### src/design/nocpi_pkg.sv
// ----------------------------------------------------------------------------
// nocpi_pkg
// Types and constants shared by the network interface modules.
// ----------------------------------------------------------------------------
package nocpi_pkg;

	localparam int FLIT_W = 16;
	localparam int ADDR_W = 32;
	localparam int CFG_IDX_W = 2;

	localparam logic [ADDR_W-1:0] FLIT_STEP = ADDR_W'(2);

	localparam logic [CFG_IDX_W-1:0] CFG_RECV_BASE = CFG_IDX_W'(0);
	localparam logic [CFG_IDX_W-1:0] CFG_SEND_BASE = CFG_IDX_W'(1);

	typedef enum logic [1:0] {
		PH_READY  = 2'd0,
		PH_LENGTH = 2'd1,
		PH_DATA   = 2'd2,
		PH_WAIT   = 2'd3
	} phase_t;

	typedef struct packed {
		logic              in_valid;
		logic [FLIT_W-1:0] in_flit;
		logic              ack;
		logic              start_req;
		logic [FLIT_W-1:0] send_word;
	} item_t;

	typedef struct packed {
		logic              in_pop;
		logic              recv_write;
		logic [ADDR_W-1:0] recv_addr;
		logic [FLIT_W-1:0] recv_data;
		logic              intr;
		logic              clear_ack;
		logic              clear_start;
		logic [ADDR_W-1:0] send_addr;
		logic              out_valid;
		logic [FLIT_W-1:0] out_flit;
	} result_t;

	typedef struct packed {
		logic              in_pop;
		logic              recv_write;
		logic [ADDR_W-1:0] recv_addr;
		logic [FLIT_W-1:0] recv_data;
		logic              intr;
		logic              clear_ack;
	} recv_res_t;

	typedef struct packed {
		logic              clear_start;
		logic [ADDR_W-1:0] send_addr;
		logic              out_valid;
		logic [FLIT_W-1:0] out_flit;
	} send_res_t;

endpackage

### src/design/nocpi_recv.sv
// ----------------------------------------------------------------------------
// nocpi_recv
// Receive machine: header, length and data flits into receive memory,
// then interrupt until acknowledged.
// ----------------------------------------------------------------------------
module nocpi_recv (
	input  logic                          clk,
	input  logic                          arst_n,
	input  logic                          adv,
	input  logic                          in_valid,
	input  logic [nocpi_pkg::FLIT_W-1:0]  in_flit,
	input  logic                          ack,
	input  logic [nocpi_pkg::ADDR_W-1:0]  recv_base,
	output nocpi_pkg::recv_res_t          res
);
	import nocpi_pkg::*;

	phase_t            phase_q, phase_d;
	logic [ADDR_W-1:0] addr_q, addr_d;
	logic [FLIT_W-1:0] rem_q, rem_d;
	logic              intr_q, intr_d;

	always_ff @(posedge clk or negedge arst_n) begin
		if (!arst_n) begin
			phase_q <= PH_READY;
			addr_q  <= '0;
			rem_q   <= '0;
			intr_q  <= 1'b0;
		end else if (adv) begin
			phase_q <= phase_d;
			addr_q  <= addr_d;
			rem_q   <= rem_d;
			intr_q  <= intr_d;
		end
	end

	always_comb begin
		phase_d        = phase_q;
		addr_d         = addr_q;
		rem_d          = rem_q;
		intr_d         = intr_q;
		res            = '0;
		case (phase_q)
			PH_READY: begin
				if (!intr_q && in_valid) begin
					res.in_pop     = 1'b1;
					res.recv_write = 1'b1;
					res.recv_addr  = recv_base;
					res.recv_data  = in_flit;
					addr_d         = recv_base + FLIT_STEP;
					phase_d        = PH_LENGTH;
				end
			end
			PH_LENGTH: begin
				if (in_valid) begin
					res.in_pop     = 1'b1;
					res.recv_write = 1'b1;
					res.recv_addr  = addr_q;
					res.recv_data  = in_flit;
					addr_d         = addr_q + FLIT_STEP;
					rem_d          = in_flit;
					phase_d        = PH_DATA;
				end
			end
			PH_DATA: begin
				if (rem_q == '0) begin
					intr_d  = 1'b1;
					phase_d = PH_WAIT;
				end else if (in_valid) begin
					res.in_pop     = 1'b1;
					res.recv_write = 1'b1;
					res.recv_addr  = addr_q;
					res.recv_data  = in_flit;
					addr_d         = addr_q + FLIT_STEP;
					rem_d          = rem_q - FLIT_W'(1);
				end
			end
			default: begin
				if (ack) begin
					phase_d       = PH_READY;
					intr_d        = 1'b0;
					res.clear_ack = 1'b1;
				end
			end
		endcase
		res.intr = intr_d;
	end

endmodule

### src/design/nocpi_send.sv
// ----------------------------------------------------------------------------
// nocpi_send
// Send machine: header, length and data flits are read from send memory
// and pushed to the router.
// ----------------------------------------------------------------------------
module nocpi_send (
	input  logic                          clk,
	input  logic                          arst_n,
	input  logic                          adv,
	input  logic                          start_req,
	input  logic [nocpi_pkg::FLIT_W-1:0]  send_word,
	input  logic [nocpi_pkg::ADDR_W-1:0]  send_base,
	output nocpi_pkg::send_res_t          res
);
	import nocpi_pkg::*;

	phase_t            phase_q, phase_d;
	logic [ADDR_W-1:0] addr_q, addr_d;
	logic [FLIT_W-1:0] rem_q, rem_d;

	always_ff @(posedge clk or negedge arst_n) begin
		if (!arst_n) begin
			phase_q <= PH_READY;
			addr_q  <= '0;
			rem_q   <= '0;
		end else if (adv) begin
			phase_q <= phase_d;
			addr_q  <= addr_d;
			rem_q   <= rem_d;
		end
	end

	always_comb begin
		phase_d = phase_q;
		addr_d  = addr_q;
		rem_d   = rem_q;
		res     = '0;
		case (phase_q)
			PH_LENGTH: begin
				res.out_valid = 1'b1;
				res.out_flit  = send_word;
				rem_d         = send_word;
				addr_d        = addr_q + FLIT_STEP;
				phase_d       = PH_DATA;
			end
			PH_DATA: begin
				if (rem_q == '0) begin
					phase_d         = PH_READY;
					res.clear_start = 1'b1;
					addr_d          = send_base;
				end else begin
					res.out_valid = 1'b1;
					res.out_flit  = send_word;
					rem_d         = rem_q - FLIT_W'(1);
					addr_d        = addr_q + FLIT_STEP;
				end
			end
			default: begin
				phase_d = PH_READY;
				if (start_req) begin
					res.out_valid = 1'b1;
					res.out_flit  = send_word;
					addr_d        = addr_q + FLIT_STEP;
					phase_d       = PH_LENGTH;
				end else begin
					addr_d = send_base;
				end
			end
		endcase
		res.send_addr = addr_d;
	end

endmodule

### src/design/noc_packet_interface_top.sv
// ----------------------------------------------------------------------------
// noc_packet_interface_top
// Network interface: one tick per input beat, receive and send machines.
//
//   channel | dir | handshake             | payload
//   in      | in  | in_valid / in_ready   | in_data  (item_t)
//   out     | out | out_valid / out_ready | out_data (result_t)
//   cfg     | in  | cfg_valid / cfg_ready | cfg_index, cfg_data
//
// One beat per cycle sustained unless out_ready stalls; beats pass the input
// register, then the result register; both machines evaluate between the two.
// Reset clears both machines and the base registers; cfg_ready is always high.
// A stalled result holds in the result register while the input register
// still takes one more beat if it is empty.
// ----------------------------------------------------------------------------
module noc_packet_interface_top (
	input  logic                              clk,
	input  logic                              arst_n,
	input  logic                              in_valid,
	output logic                              in_ready,
	input  nocpi_pkg::item_t                  in_data,
	output logic                              out_valid,
	input  logic                              out_ready,
	output nocpi_pkg::result_t                out_data,
	input  logic                              cfg_valid,
	output logic                              cfg_ready,
	input  logic [nocpi_pkg::CFG_IDX_W-1:0]   cfg_index,
	input  logic [nocpi_pkg::ADDR_W-1:0]      cfg_data
);
	import nocpi_pkg::*;

	item_t             item_s1;
	logic              v_s1;
	logic              adv;
	logic [ADDR_W-1:0] recv_base_q, send_base_q;
	recv_res_t         rres;
	send_res_t         sres;
	result_t           res;

	assign cfg_ready = 1'b1;

	always_ff @(posedge clk or negedge arst_n) begin
		if (!arst_n) begin
			recv_base_q <= '0;
			send_base_q <= '0;
		end else if (cfg_valid) begin
			case (cfg_index)
				CFG_RECV_BASE: recv_base_q <= cfg_data;
				CFG_SEND_BASE: send_base_q <= cfg_data;
				default: ;
			endcase
		end
	end

	assign adv      = v_s1 && (!out_valid || out_ready);
	assign in_ready = !v_s1 || adv;

	always_ff @(posedge clk or negedge arst_n) begin
		if (!arst_n) begin
			v_s1 <= 1'b0;
		end else if (in_ready) begin
			v_s1 <= in_valid;
		end
	end

	always_ff @(posedge clk) begin
		if (in_ready && in_valid) begin
			item_s1 <= in_data;
		end
	end

	nocpi_recv u_recv (
		.clk       (clk),
		.arst_n    (arst_n),
		.adv       (adv),
		.in_valid  (item_s1.in_valid),
		.in_flit   (item_s1.in_flit),
		.ack       (item_s1.ack),
		.recv_base (recv_base_q),
		.res       (rres)
	);

	nocpi_send u_send (
		.clk       (clk),
		.arst_n    (arst_n),
		.adv       (adv),
		.start_req (item_s1.start_req),
		.send_word (item_s1.send_word),
		.send_base (send_base_q),
		.res       (sres)
	);

	always_comb begin
		res.in_pop      = rres.in_pop;
		res.recv_write  = rres.recv_write;
		res.recv_addr   = rres.recv_addr;
		res.recv_data   = rres.recv_data;
		res.intr        = rres.intr;
		res.clear_ack   = rres.clear_ack;
		res.clear_start = sres.clear_start;
		res.send_addr   = sres.send_addr;
		res.out_valid   = sres.out_valid;
		res.out_flit    = sres.out_flit;
	end

	always_ff @(posedge clk or negedge arst_n) begin
		if (!arst_n) begin
			out_valid <= 1'b0;
		end else if (!out_valid || out_ready) begin
			out_valid <= v_s1;
		end
	end

	always_ff @(posedge clk) begin
		if (adv) begin
			out_data <= res;
		end
	end

	a_pop_needs_flit: assert property (@(posedge clk) disable iff (!arst_n)
		adv && res.in_pop |-> item_s1.in_valid)
		else $error("flit popped with no flit offered");

	a_clear_ack_needs_ack: assert property (@(posedge clk) disable iff (!arst_n)
		adv && res.clear_ack |-> item_s1.ack && !res.intr)
		else $error("ack cleared without ack or with interrupt still up");

	a_clear_start_no_push: assert property (@(posedge clk) disable iff (!arst_n)
		adv && res.clear_start |-> !res.out_valid && res.send_addr == send_base_q)
		else $error("send end beat pushed a flit or missed the base address");

	a_write_is_pop: assert property (@(posedge clk) disable iff (!arst_n)
		adv |-> res.recv_write == res.in_pop)
		else $error("receive write and pop disagree");

	a_result_taken: assert property (@(posedge clk) disable iff (!arst_n)
		adv |=> out_valid)
		else $error("processed beat produced no result");

endmodule
### config.mk
export PLATFORM = sky130hd
export DESIGN_NAME = noc_packet_interface_top
export DESIGN_NICKNAME = d
export VERILOG_FILES = /design/src/design/nocpi_pkg.sv /design/src/design/nocpi_recv.sv /design/src/design/nocpi_send.sv /design/src/design/noc_packet_interface_top.sv
export SDC_FILE = /design/constraint.sdc
export NUM_CORES = 1
export LEC_CHECK = 0
export BUFFER_PORTS_ARGS = -buffer_cell sky130_fd_sc_hd__buf_2
export CORE_MARGIN = 3
export CORE_UTILIZATION = 46
export DETAILED_ROUTE_END_ITERATION = 8
export HOLD_SLACK_MARGIN = 0.08
export PLACE_DENSITY = 0.64
export SYNTH_ARGS = -nofsm -noshare
export SYNTH_HDL_FRONTEND = slang
export SYNTH_HIERARCHICAL = 1
export SYNTH_SLANG_ARGS = --single-unit
### constraint.sdc
create_clock -name clk -period 5.1 [get_ports clk]
set_input_delay 0.51 -clock clk [delete_from_list [all_inputs] [get_ports clk]]
set_output_delay 0.51 -clock clk [all_outputs]
set_load 0.02 [all_outputs]
# Word level (Yosys, flattened, before mapping)
# Index checks and enable logic that the tools add are counted.
[op_classes]
add_sub_neg = 5
multipliers = 0
div = 0
n_lt_le_gt_ge = 0
n_eq_ne = 12
n_shift = 0
muxes = 33
n_bitwise = 0
reduce_logical = 25
[op_table]
columns = ["op", "count"]
rows = [
  ["32-bit 2-to-1 mux", 5],
  ["50-bit 2-to-1 mux", 3],
  ["50-bit one-hot mux with 3 select lines", 1],
  ["32-bit by 2-bit adder with 32-bit output, second input constant", 3],
  ["32-bit one-hot mux with 3 select lines", 1],
  ["16-bit 2-to-1 mux", 4],
  ["16-bit one-hot mux with 2 select lines", 2],
  ["32-bit one-hot mux with 2 select lines", 1],
  ["17-bit 2-to-1 mux", 2],
  ["17-bit one-hot mux with 2 select lines", 1],
  ["16-bit zero test", 2],
  ["16-bit by 1-bit subtractor with 16-bit output, second input constant", 2],
  ["2-bit 2-to-1 mux", 5],
  ["5-bit AND reduction", 2],
  ["2-bit != test, second input constant", 4],
  ["2-bit by 1-bit equality test with 1-bit output, second input constant", 3],
  ["2-bit by 1-bit != test with 1-bit output, second input constant", 3],
  ["2-bit one-hot mux with 3 select lines", 1],
  ["2-bit AND reduction", 3],
  ["1-bit 2-to-1 mux", 5],
  ["2-bit equality test, second input constant", 2],
  ["2-bit zero test", 2],
  ["2-bit one-hot mux with 2 select lines", 1],
  ["4-bit AND reduction", 1],
  ["other kinds (10)", 16],
]
[totals]
regBits = 304
latch_bits = 0
mem_bits_rw = 0
rom_bits = 0
input_bits = 74
out_inout_bits = 105
memories = 0

# Logic depth before layout (Yosys ltp)
[logic_depth]
ltp_word = 5
depth_mapped = 17
mapped_depth_nobuf = 10

# Hierarchy
# Netlist, hierarchy kept.
[by_module_without_submodules]
columns = ["module", "n_inst", "cells_each", "area_per_inst_um2"]
rows = [
  ["noc_packet_interface_top", 1, 283, 6630.1],
  ["nocpi_recv", 1, 586, 4662.0],
  ["nocpi_send", 1, 517, 4065.1],
]

# Worst setup path before layout
# Ideal clock, no wire load.
[synth_path]
kind = "input port to flip-flop"
startpoint = "input port out_ready"
endpoint = "register u_send.rem_q[11]"
setup_ns = 0.099
arrival_time_ns = 4.442
required_time_ns = 5.001
slack_ns = 0.559
path_stages = 7
n_path_buf = 1
path_cell_list = "nand2b_1 > and2_1 > o21ai_0 > a21oi_1 > clkbuf_1 > a21oi_1 > a311oi_1"
[synth_between]
elab_chain_len = 3
[synth_rtl]
columns = ["item", "line", "rtl"]
rows = [
  ["from (decl)", "noc_packet_interface_top.sv:23", "input logic out_ready,"],
  ["1-bit logical OR", "noc_packet_interface_top.sv:55", "assign adv = v_s1 && (!out_valid || out_ready);"],
  ["1-bit logical AND", "noc_packet_interface_top.sv:55", ""],
  ["named net adv", "noc_packet_interface_top.sv:34", "logic adv;"],
  ["3-bit AND reduction (no source line)", "n/a", ""],
  ["to (signal assigned)", "nocpi_send.sv:29", "rem_q <= rem_d;"],
  ["to (decl)", "nocpi_send.sv:19", "logic [FLIT_W-1:0] rem_q, rem_d;"],
]
# The timed path passes the listed nets, and every way through them passes these cells.
# A chain may end at the register's enable or synchronous reset.

# Worst setup path after layout
[layout_path]
startpoint = "register u_recv.phase_q[0]"
endpoint = "register u_recv.addr_q[28]"
[layout_between]
elab_chain_len = 3
[layout_rtl]
columns = ["item", "line", "rtl"]
rows = [
  ["from (decl)", "nocpi_recv.sv:18", "phase_t phase_q, phase_d;"],
  ["from (signal assigned)", "nocpi_recv.sv:30", "phase_q <= phase_d;"],
  ["2-bit equality test, or another cell as far along", "nocpi_recv.sv:43", "case (phase_q)"],
  ["2-bit != test (no source line), or another cell as far along", "n/a", ""],
  ["4-bit AND reduction (no source line)", "n/a", ""],
  ["to (signal assigned)", "nocpi_recv.sv:31", "addr_q <= addr_d;"],
  ["to (decl)", "nocpi_recv.sv:19", "logic [ADDR_W-1:0] addr_q, addr_d;"],
]
# Several ways; a longest one is shown, not always the timed one.

==> impl_results.md <==
* Relative slew margins at 0.2943
* Final HPWL DP at 25,340 microns
* YS warnings at 6
* Vias at 11,700
* DRT met1 WL at 17,110 microns
* Initial antenna violation count at 6
* Post-Synth Simple-Gate Area at 0.1540
* Drt first pass iters at 5
* Die width at 188.7 microns
* Type of origin of the critical path: flop
* Post-CTS Resized at 0
* Crit path buffers/inverters at 1
* Wire per inst at 19.20 microns
* R2r endpoint: u_recv/addr_q[28]
* Leakage Power at 6.952 nW
* CP Class: reg -> reg
* Slew Limit Fails at 0
* Clock buffer depth at 3
* Vias in the first global route at 11,190
* Setup TNS at 0 ns
* Routed WL at 38,310 microns
* Clk_lat worst skew at 0.51 ns
* Fill cells at 2,888
* Final Hold Viols at 0
* Power consumption at 10.45 mW
* Nets@finish at 1,612
* Logic pwr share at 0.367
* Crit path required time at 5.49 ns
* Crit path DAT at 4.05 ns
* Postcts setup bufs at 0
* Sequential share of power at 0.392
* Post-synthesis mux area share at 0.07161
* I/O pin count at 179
* Final GP Congestion at 0.8576
* Synth Cell Area at 0.01536 sq mm
* Clk sinks at 304
* Internal power at 6.431 mW
* Root Driver: clkbuf_16
* Worst Tran Pin Value at 1.058 ns
* Period utilization at 0.7181
* CP top delay family: compound AO/OA/AOI/OAI gates
* DR DRC count at 0
* XOR/XNOR Fraction of Synth Area at 0.01882
* Primary FF master, synth: dfrtp_1
* Metal3 WL at 2440 microns
* Worst vdd ir at 0.3232 mV
* Synth Instances at 1,386
* Starting Density at 0.4696
* Synth Area in Compound Gates at 0.1687
* FP Rows at 66
* Outcome: finished clean
* Post-synth EDFFs at 137
* Core Area at 0.03270 sq mm
* Number of CTS-inserted buffers at 35
* RSZ-0062 raised after global routing: no
* PD cells at 591.4 mW/mm^2
* Highest clock rate at 273.0 MHz
* Clock power frac at 0.241
* Via density at 5.865
* CP max-delay cell: ha_2
* DR top layer: met5
* Largest net degree at the start of global routing at 152
* Post-Syn Nets at 1,472
* Largest family of logic cells by synthesized area: compound AO/OA/AOI/OAI gates
* Sw power at 4.023 mW
* CTS clock-pin slew for the worst setup and hold paths at 0.06 ns
* Share of layout cells above drive strength 1 at 0.2262
* R2R setup slack at 1.44 ns
* H-tree depth at 2
* Slowest stage delay, CP at 0.86 ns
* Proportion of synthesized chip area in sequential cells at 0.5400
* Tot GR Track Use at 0.2116
* Adder-cell area share of the yosys netlist at 0.009777
* Min Clock Period, post-route at 3.663 ns
* Asr flop ratio synth at 0.5493
* Average size of a mapped cell at 11.08 sq um
* Die Y at 188.7 microns
* R2R Path Start: u_recv/phase_q[0]
* Final setup fails at 0
* First-pass GRT wire length at 61,540 microns
* Met2 wire length at 17,770 microns
* Initial DRC Count at 1,098
* CTS tree: built
* Port Buffers at 177
* #FFs+latches synth at 304
* Critical Path End Type: flop
* Hold Crit Class: in -> async
* Area delta synth->final at 15.11%
* Max-cap viol count at 0
* CTS Hold Bufs at 0
* Clk_skew at 0.01356 ns
* Crit-path cells: inv_1 -> ha_2 -> nand3_1 -> o2bb2a_1 -> nand4_1 -> a211oi_1 -> xor2_1 -> a221o_1
* Cells on worst reg2reg path at 8
* Switching share of power at 0.3848
* Worst Path Max Fanout at 48
* DRT antenna net count at 0
* Synth cell types at 94
* Global route overflow at 0
* Die Area at 0.03561 sq mm
-- sequential cells by signal, indices dropped and copies added (netlist names), 16 cells and up --
signal / count
item_s1: 35
u_send/rem_q: 16
out_data: 102
u_recv/rem_q: 16
send_base_q: 32
recv_base_q: 32
u_send/addr_q: 32
u_recv/addr_q: 32
-- how the worst max path moves through the flow --
stage,slack [ns],startpoint,endpoint,cells after the start
5_1_grt,1.07,u_recv/phase_q[0],u_recv/addr_q[28],8
6_report,1.44,u_recv/phase_q[0],u_recv/addr_q[28],8
3_5_place_dp,1.52,u_recv/phase_q[0],u_recv/addr_q[28],8
2_1_floorplan,0.56,out_ready,u_send/rem_q[11],7
4_1_cts,1.51,u_recv/phase_q[0],u_recv/addr_q[31],10
3_3_place_gp,1.66,u_recv/phase_q[0],u_recv/addr_q[28],8
-- worst reg2reg max path, cell delays in order (launching register included) --
cell and delay, ns:
dfrtp_1 0.40, inv_1 0.12, ha_2 0.86, nand3_1 0.23
o2bb2a_1 0.49, nand4_1 0.48, a211oi_1 0.51, xor2_1 0.12
a221o_1 0.33
-- Yosys cell counts, drive strengths merged (20+ instances only) --
cell type / n / area [sq um]
mux2: 76 / 859.6
dfrtp: 167 / 4179
nand4: 26 / 162.7
a21oi: 68 / 340.3
nand2: 117 / 441.7
mux2i: 24 / 240.2
nor3: 25 / 125.1
o2bb2ai: 20 / 175.2
a22o: 38 / 332.8
clkbuf: 54 / 232.7
and2: 38 / 237.7
o21ai: 107 / 546.8
nor2: 68 / 255.2
xnor2: 20 / 175.2
buf: 34 / 216.5
inv: 30 / 112.6
nand3: 39 / 195.2
edfxtp: 137 / 4114
nor4: 21 / 137.6
-- layout by cell type (no fill, tap or decap), types with 11 or more instances in the layout --
| cell type | n |
|---|---|
| clkbuf_1 | 11 |
| nand2_1 | 116 |
| clkbuf_16 | 39 |
| buf_2 | 176 |
| and2_1 | 36 |
| nand3_1 | 39 |
| nor2_1 | 66 |
| o2bb2ai_1 | 20 |
| nand3b_1 | 12 |
| a22oi_1 | 16 |
| nand4_1 | 26 |
| dfrtp_1 | 167 |
| nor4_1 | 20 |
| o21ai_0 | 105 |
| mux2_2 | 73 |
| inv_1 | 29 |
| a22o_1 | 38 |
| ha_1 | 11 |
| nor3_1 | 25 |
| edfxtp_1 | 137 |
| a21o_1 | 14 |
| a21oi_1 | 68 |
| xnor2_1 | 20 |
| xor2_1 | 13 |
| and3_1 | 15 |
| mux2i_1 | 24 |
| o22ai_1 | 18 |
| or3_1 | 12 |
| buf_4 | 12 |
-- stage by stage --
| stage | util | instances | setup WS, ns | cell area [sq um] | hold slack, ns |
|---|---|---|---|---|---|
| floorplan | - | 1386 | 0.5586 | 15360 | 0.2144 |
| CTS | 0.5405 | 1994 | 1.509 | 17680 | 0.1477 |
| detailed placement | 0.5049 | 1931 | 1.524 | 16510 | 0.4831 |
| global route | 0.5405 | 1994 | 1.073 | 17680 | 0.1487 |
| global placement | 0.5049 | 1931 | 1.656 | 16510 | 0.4740 |
| finish | 0.5406 | 1995 | 1.437 | 17680 | 0.1156 |
-- power by group through the flow --
stage,clock [mW],combinational (mW),sequential [mW]
final,2.52,3.84,4.10
after global routing,2.70,4.24,4.21
after CTS,2.60,3.83,4.09
after detailed placement,0,3.82,4.12
after global placement,0,3.73,4.11
after floorplan,0,2.79,4.13
-- metal layers --
layer  up-vias  track usage
li1       5519            -
met1      5722       0.2975
met2       374       0.3356
met3        73      0.04205
met4        12      0.06073
met5         -            0
-- cell families after synthesis --
group	after synthesis
buffers and inverters	119
adders and majority gates	12
AOI/OAI and AO/OA	378
other	1
and+or+nand+nor	439
DFF	304
xor gates and xnor gates	33
muxes	100
-- final cells by class --
type	instances	area, sq um	area share
diodes	1	2.502	0.0001416
clock buffers	51	1031	0.05832
clock inverters	12	132.6	0.007502
inverters	31	116.4	0.006582
multi-input cells	963	6528	0.3692
flip-flops and latches	304	8293	0.4691
well taps	442	553.0	0.03128
repair buffers	191	1022	0.05782
No activity file was read; power rests on OpenSTA's default activity.
